===== src/rtl/core/cwps_pkg.sv =====
// Shared widths, codes and controller/datapath interface types for the
// circular window profile statistics block. No dependencies.
package cwps_pkg;

    localparam int VALUE_W     = 24;
    localparam int PHASE_W     = 16;
    localparam int IDX_OUT_W   = 16;
    localparam int BIN_IDX_W   = 12;
    localparam int CFG_W       = 13;
    localparam int TOT_W       = 41;
    localparam int TABS_W      = 40;
    localparam int TSQ_W       = 62;
    localparam int SQ_W        = 2 * VALUE_W;

    localparam logic [CFG_W-1:0] ACTIVE_BINS_RST = 13'd4096;

    typedef enum logic
    {
        OP_WRITE = 1'b0,
        OP_QUERY = 1'b1
    } opcode_t;

    typedef logic signed [VALUE_W-1:0] value_t;
    typedef logic signed [PHASE_W-1:0] phase_t;

    // Commands from the controller to the datapath
    typedef struct packed
    {
        logic write_bin;        // store one bin
        logic load_query;       // latch window, start remainder of the start magnitude
        logic set_start;        // normalize start, set read pointer
        logic load_end_div;     // start remainder of start minus end
        logic set_count_direct; // window length is end minus start
        logic set_count_wrap;   // window length is bins minus remainder
        logic walk;             // read one bin, advance pointer
    } cwps_cmd_t;

    // Status from the datapath to the controller
    typedef struct packed
    {
        logic rem_busy;
        logic end_wraps;
        logic walk_last;
        logic pipe_busy;
    } cwps_status_t;

endpackage


===== src/rtl/core/cwps_ctrl.sv =====
// Controller state machine: sequences normalization, the window walk and
// the result strobe. Depends on cwps_pkg.
module cwps_ctrl (
    input  logic                  clk,
    input  logic                  rst_n,
    input  logic                  start,
    input  cwps_pkg::opcode_t     opcode,
    input  cwps_pkg::cwps_status_t status,
    output cwps_pkg::cwps_cmd_t   cmd,
    output logic                  busy,
    output logic                  done
);

    import cwps_pkg::*;

    typedef enum logic [6:0]
    {
        ST_IDLE  = 7'b0000001,
        ST_DIV_S = 7'b0000010,
        ST_CHECK = 7'b0000100,
        ST_DIV_E = 7'b0001000,
        ST_WALK  = 7'b0010000,
        ST_DRAIN = 7'b0100000,
        ST_DONE  = 7'b1000000
    } state_t;

    state_t state_reg;
    state_t state_next;

    always_comb
    begin
        state_next = state_reg;
        cmd        = '0;
        unique case (state_reg)
            ST_IDLE:
            begin
                if (start)
                begin
                    if (opcode == OP_QUERY)
                    begin
                        cmd.load_query = 1'b1;
                        state_next     = ST_DIV_S;
                    end
                    else
                    begin
                        cmd.write_bin = 1'b1;
                    end
                end
            end
            ST_DIV_S:
            begin
                if (!status.rem_busy)
                begin
                    cmd.set_start = 1'b1;
                    state_next    = ST_CHECK;
                end
            end
            ST_CHECK:
            begin
                if (status.end_wraps)
                begin
                    cmd.load_end_div = 1'b1;
                    state_next       = ST_DIV_E;
                end
                else
                begin
                    cmd.set_count_direct = 1'b1;
                    state_next           = ST_WALK;
                end
            end
            ST_DIV_E:
            begin
                if (!status.rem_busy)
                begin
                    cmd.set_count_wrap = 1'b1;
                    state_next         = ST_WALK;
                end
            end
            ST_WALK:
            begin
                cmd.walk = 1'b1;
                if (status.walk_last)
                begin
                    state_next = ST_DRAIN;
                end
            end
            ST_DRAIN:
            begin
                if (!status.pipe_busy)
                begin
                    state_next = ST_DONE;
                end
            end
            ST_DONE:
            begin
                state_next = ST_IDLE;
            end
            default:
            begin
                state_next = ST_IDLE;
            end
        endcase
    end

    always_ff @(posedge clk or negedge rst_n)
    begin
        if (!rst_n)
        begin
            state_reg <= ST_IDLE;
        end
        else
        begin
            state_reg <= state_next;
        end
    end

    assign busy = (state_reg != ST_IDLE);
    assign done = (state_reg == ST_DONE);

    a_done_after_drain: assert property (@(posedge clk) disable iff (!rst_n)
        done |-> $past(state_reg == ST_DRAIN) && !$past(status.pipe_busy))
        else $error("result strobe without a drained pipeline");

endmodule


===== config.mk =====
export PLATFORM = sky130hd
export DESIGN_NAME = cwps_ctrl
export DESIGN_NICKNAME = d
export VERILOG_FILES = /design/src/rtl/core/cwps_pkg.sv /design/src/rtl/core/cwps_ctrl.sv
export SDC_FILE = /design/constraint.sdc
export NUM_CORES = 1
export LEC_CHECK = 0
export BUFFER_PORTS_ARGS = -buffer_cell sky130_fd_sc_hd__buf_2
export CAP_MARGIN = 15
export CELL_PAD_IN_SITES_DETAIL_PLACEMENT = 1
export CELL_PAD_IN_SITES_GLOBAL_PLACEMENT = 1
export CORE_UTILIZATION = 33
export DETAILED_ROUTE_END_ITERATION = 8
export GPL_ROUTABILITY_DRIVEN = 0
export PLACE_DENSITY = 0.74
export RECOVER_POWER = 100
export SLEW_MARGIN = 20
export SYNTH_ARGS = -nofsm -noshare
export SYNTH_HDL_FRONTEND = slang
export SYNTH_SLANG_ARGS = --single-unit

===== constraint.sdc =====
create_clock -name clk -period 1.8 [get_ports clk]
set_input_delay 0.18 -clock clk [delete_from_list [all_inputs] [get_ports clk]]
set_output_delay 0.18 -clock clk [all_outputs]
set_load 0.005 [all_outputs]

# Yosys cells after proc, flatten, opt, wreduce, memory -nomap -nowiden
# Index checks and enable logic that the tools add are counted.
dict set report classes {
  eq_ne 14
  muxes 19
  reduce_logical 1
}
# operator n
set ops {}
lappend ops {{7-bit 2-to-1 mux} 6}
lappend ops {{7-bit case mux with 6 select lines} 1}
lappend ops {{2-bit inequality test (second input constant)} 6}
lappend ops {{1-bit 2-to-1 mux} 8}
lappend ops {{7-bit by 1-bit equality test with 1-bit output (second input constant)} 1}
lappend ops {{7-bit by 2-bit equality test with 1-bit output (second input constant)} 1}
lappend ops {{7-bit by 3-bit equality test with 1-bit output (second input constant)} 1}
lappend ops {{7-bit by 4-bit equality test with 1-bit output (second input constant)} 1}
lappend ops {{7-bit by 5-bit equality test with 1-bit output (second input constant)} 1}
lappend ops {{7-bit by 6-bit equality test with 1-bit output (second input constant)} 1}
lappend ops {{7-bit equality test (second input constant)} 1}
lappend ops {{7-bit by 1-bit inequality test with 1-bit output (second input constant)} 1}
lappend ops {{2-bit 2-to-1 mux} 3}
lappend ops {{6-bit AND reduction} 1}
lappend ops {{5-bit 2-to-1 mux} 1}
dict set report totals {
  word_cells 35
  ff_bits 7
  out_inout_bits 9
  input_bits 8
}

# Logic depth before layout (Yosys ltp)
dict set report logic_depth {
  word_depth 3
  depth_mapped 4
}

# Worst setup path before layout
# Ideal clock, no wire load.
dict set report synth_timing {
  path_kind {reg2out}
  from {register state_reg[1]}
  to {output cmd[3] (netlist bit)}
  stages_incl_launch_ff 5
  arrival_ns 1.379
  n_path_buf 0
  slack_ns 0.241
  required_ns 1.620
  path_cell_list {dfrtp_1 -> or2_4 -> or4_1 -> nor2_1 -> and2_1}
}
# item line
set synth_rtl {}
lappend synth_rtl {{start, declared} cwps_ctrl.sv:27} ;# state_t state_reg;
lappend synth_rtl {{start signal, assigned} cwps_ctrl.sv:113} ;# state_reg <= state_next;
lappend synth_rtl {{end, declared} cwps_ctrl.sv:9} ;# output cwps_pkg::cwps_cmd_t cmd,

==> run metrics <==
hold path depth=2; Cell Rows=13; sequential area share after synthesis=a little under two fifths; Starting Density=between 30% and 40%; number of DRC markers in iteration 0=5; RSZ-0062 raised after global routing=yes; worst-skew pair later-pin latency=around 0.27 ns; Synth Flop Type=dfrtp_1; clk sinks=7; uppermost layer routed=met4; Nets=85; maximum clock path buffer count=2; Total GRT Usage=roughly a fifth; leakage power=approximately 0.33 nW; Layout Area Growth over Synthesis=41.8%; Crit Path Max Fanout=4; Critical Path Source=state_reg[1]$_DFFE_PN0P_; Netlist cell types=25; core region area=1300 um2; initial antenna violation count=0; Die ar.=approximately 1500 um2; TritonCTS buffer count=3; CTS H-tree depth=1; setup violators final=6; power per cell area=just over 1000 nW/um2; Pre-antenna DRT Iters=2; slowest cell on the critical path=or4_4; max frequency=around 520 MHz; maximum vdd drop=0.534 mV; DRT met1 WL=573 um; top-area cell type share of the netlist area=roughly a third; crit path launch type=flop; ys async rst share=between 90% and 100%; Root Buffer=clkbuf_4; Die Wd=approximately 39 um; # diodes=0; Mapped Area=approximately 460 um2; Residual DRC=0; DR WL met3=around 34 um; final instance area=about 650 um2; CTS clk-pin slew, worst paths=0.06 ns; worst min path class=in2reg; vias in the first global route=roughly 430; Avg WL per Cell=~14 um; Cell Area, Placed=567 um2; Synthesis Warnings=0; via count=about 490; IO buf count=16; largest area contributor in the netlist=dfrtp_1; Synthesized Nets=just under 60; Die Y=roughly 39 um; Final ANT Viol Nets=0; Slew @ Worst Pin=between 0.4 and 0.5 ns; failing checks=setup timing; min-delay src=status[1]; Cells after Synth=50; post-layout min period=1.92 ns; EDFF count, synth=0; final WL=around 1300 um; slowest stage delay, CP=between 0.4 and 0.5 ns; final worst slack=-0.118 ns; Critical R2R Launch=state_reg[1]$_DFFE_PN0P_; outcome=finished with violations; worst reg2reg path depth=5; register bit total from synthesis=7; TritonCTS clock tree=done; share of layout cells above drive strength 1=around two fifths; Top-Level Pins=17; CP Cell Sequence=or2_4 > or4_4 > nor2_4 > and2_1 > buf_2; post-route setup TNS=-0.449 ns; top cells by count, synth=6 x dfrtp_1, 4 x nor2_1, 4 x nor3_1, 4 x nor3b_1; R2R setup slack=0.16 ns; first-pass GRT wire length=between 2000 and 2500 um; HPWL Detailed=949 um; count leader, synth=dfrtp_1; vias per cell=5.33; Crit. End Element=primary output; Relative slew margins=a little under three quarters; max FFs per register=7; final worst hold slack=between 0.15 and 0.2 ns; GRT overflow=0; syn_area_per_cell=a little over 9 um2; Final Skew=0.00937 ns; metal2 WL=approximately 650 um; final period utilization=107%; Max Cap Violations=0; Arr. time, crit path=roughly 1.7 ns; Max Slew Vio Count=0; largest net degree at the start of global routing=9; Hold Fails Final Rpt=0; final core utilization=between 50 and 60%; critical path required time=approximately 1.6 ns; synth top area cells=dfrtp_1 33%, nor3b_1 6.5%, dfstp_2 5.7%, a22oi_1 4.9%, nor3_1 4.3%; WS Path Type=reg2out
==> critical path, delay by kind of cell (launching register included) <==
kind	cells	cell delay, ns
buf+inv	1	0.10
flops	1	0.39
simple gates	4	0.98
==> metal layers <==
layer | up-vias | global-route usage, %
met3 | 2 | 3.41
met1 | 234 | 25.9
met2 | 8 | 32.5
li1 | 241 | -
met5 | - | 0
met4 | 0 | 7.76
==> kinds of logic after synthesis <==
family                 Yosys count  synth area share, %
AND/OR/NAND/NOR                 29                 40.8
flip-flops                       7                 38.3
AO/OA/AOI/OAI                   12                 19.3
buffers and inverters            2                 1.63
==> cell type report <==
type,count,area (um2)
timing repair buffer,22,126
multi-input combinational,41,298
sequential,7,176
fill,171,648
clock buffer,4,26.3
inverter,2,7.51
tap,15,18.8
==> power by group <==
group | total [W] | internal (W) | switching, W
registers | 0.000201 | 0.000185 | 0.0000164
logic | 0.000308 | 0.000156 | 0.000152
clock network | 0.000155 | 0.0000854 | 0.0000699
total | 0.000664 | 0.000426 | 0.000238
==> per-stage QoR <==
| step | instances | power, W | setup WS [ns] |
|---|---|---|---|
| floorplan | 50 | 0.000375 | 0.241 |
| global placement | 82 | 0.000447 | 0.127 |
| detailed placement | 82 | 0.000449 | 0.0741 |
| CTS | 90 | 0.000648 | -0.113 |
| global route | 91 | 0.000706 | -0.177 |
| finish | 91 | 0.000664 | -0.118 |
==> worst paths after layout <==
| kind | to |
|---|---|
| worst max-delay path | cmd[3] |
| worst min-delay path | state_reg[5]$_DFFE_PN0P_ |
| worst max register to register | state_reg[5]$_DFFE_PN0P_ |
| worst min register to register | state_reg[6]$_DFFE_PN0P_ |
| max in group asynchronous | state_reg[0]$_DFFE_PN1P_ |
| min in group asynchronous | state_reg[6]$_DFFE_PN0P_ |
==> layout by cell type, fill, tap and decap left out, drive strengths merged, types with 3 or more instances in the layout <==
cell type / n
buf: 20
dfrtp: 6
nor3b: 5
clkbuf: 5
nor2: 4
nor3: 4
nand2b: 3
nor2b: 3
a22oi: 3
==> what timing repair did <==
action	4_1_cts	5_1_grt
buffers inserted	3	1
hold endpoints to repair	7	0
hold buffers	1	0
pin swaps	2	2
setup endpoints to repair	6	7
gates resized for setup	4	1
(Power assumes the default switching activity.)
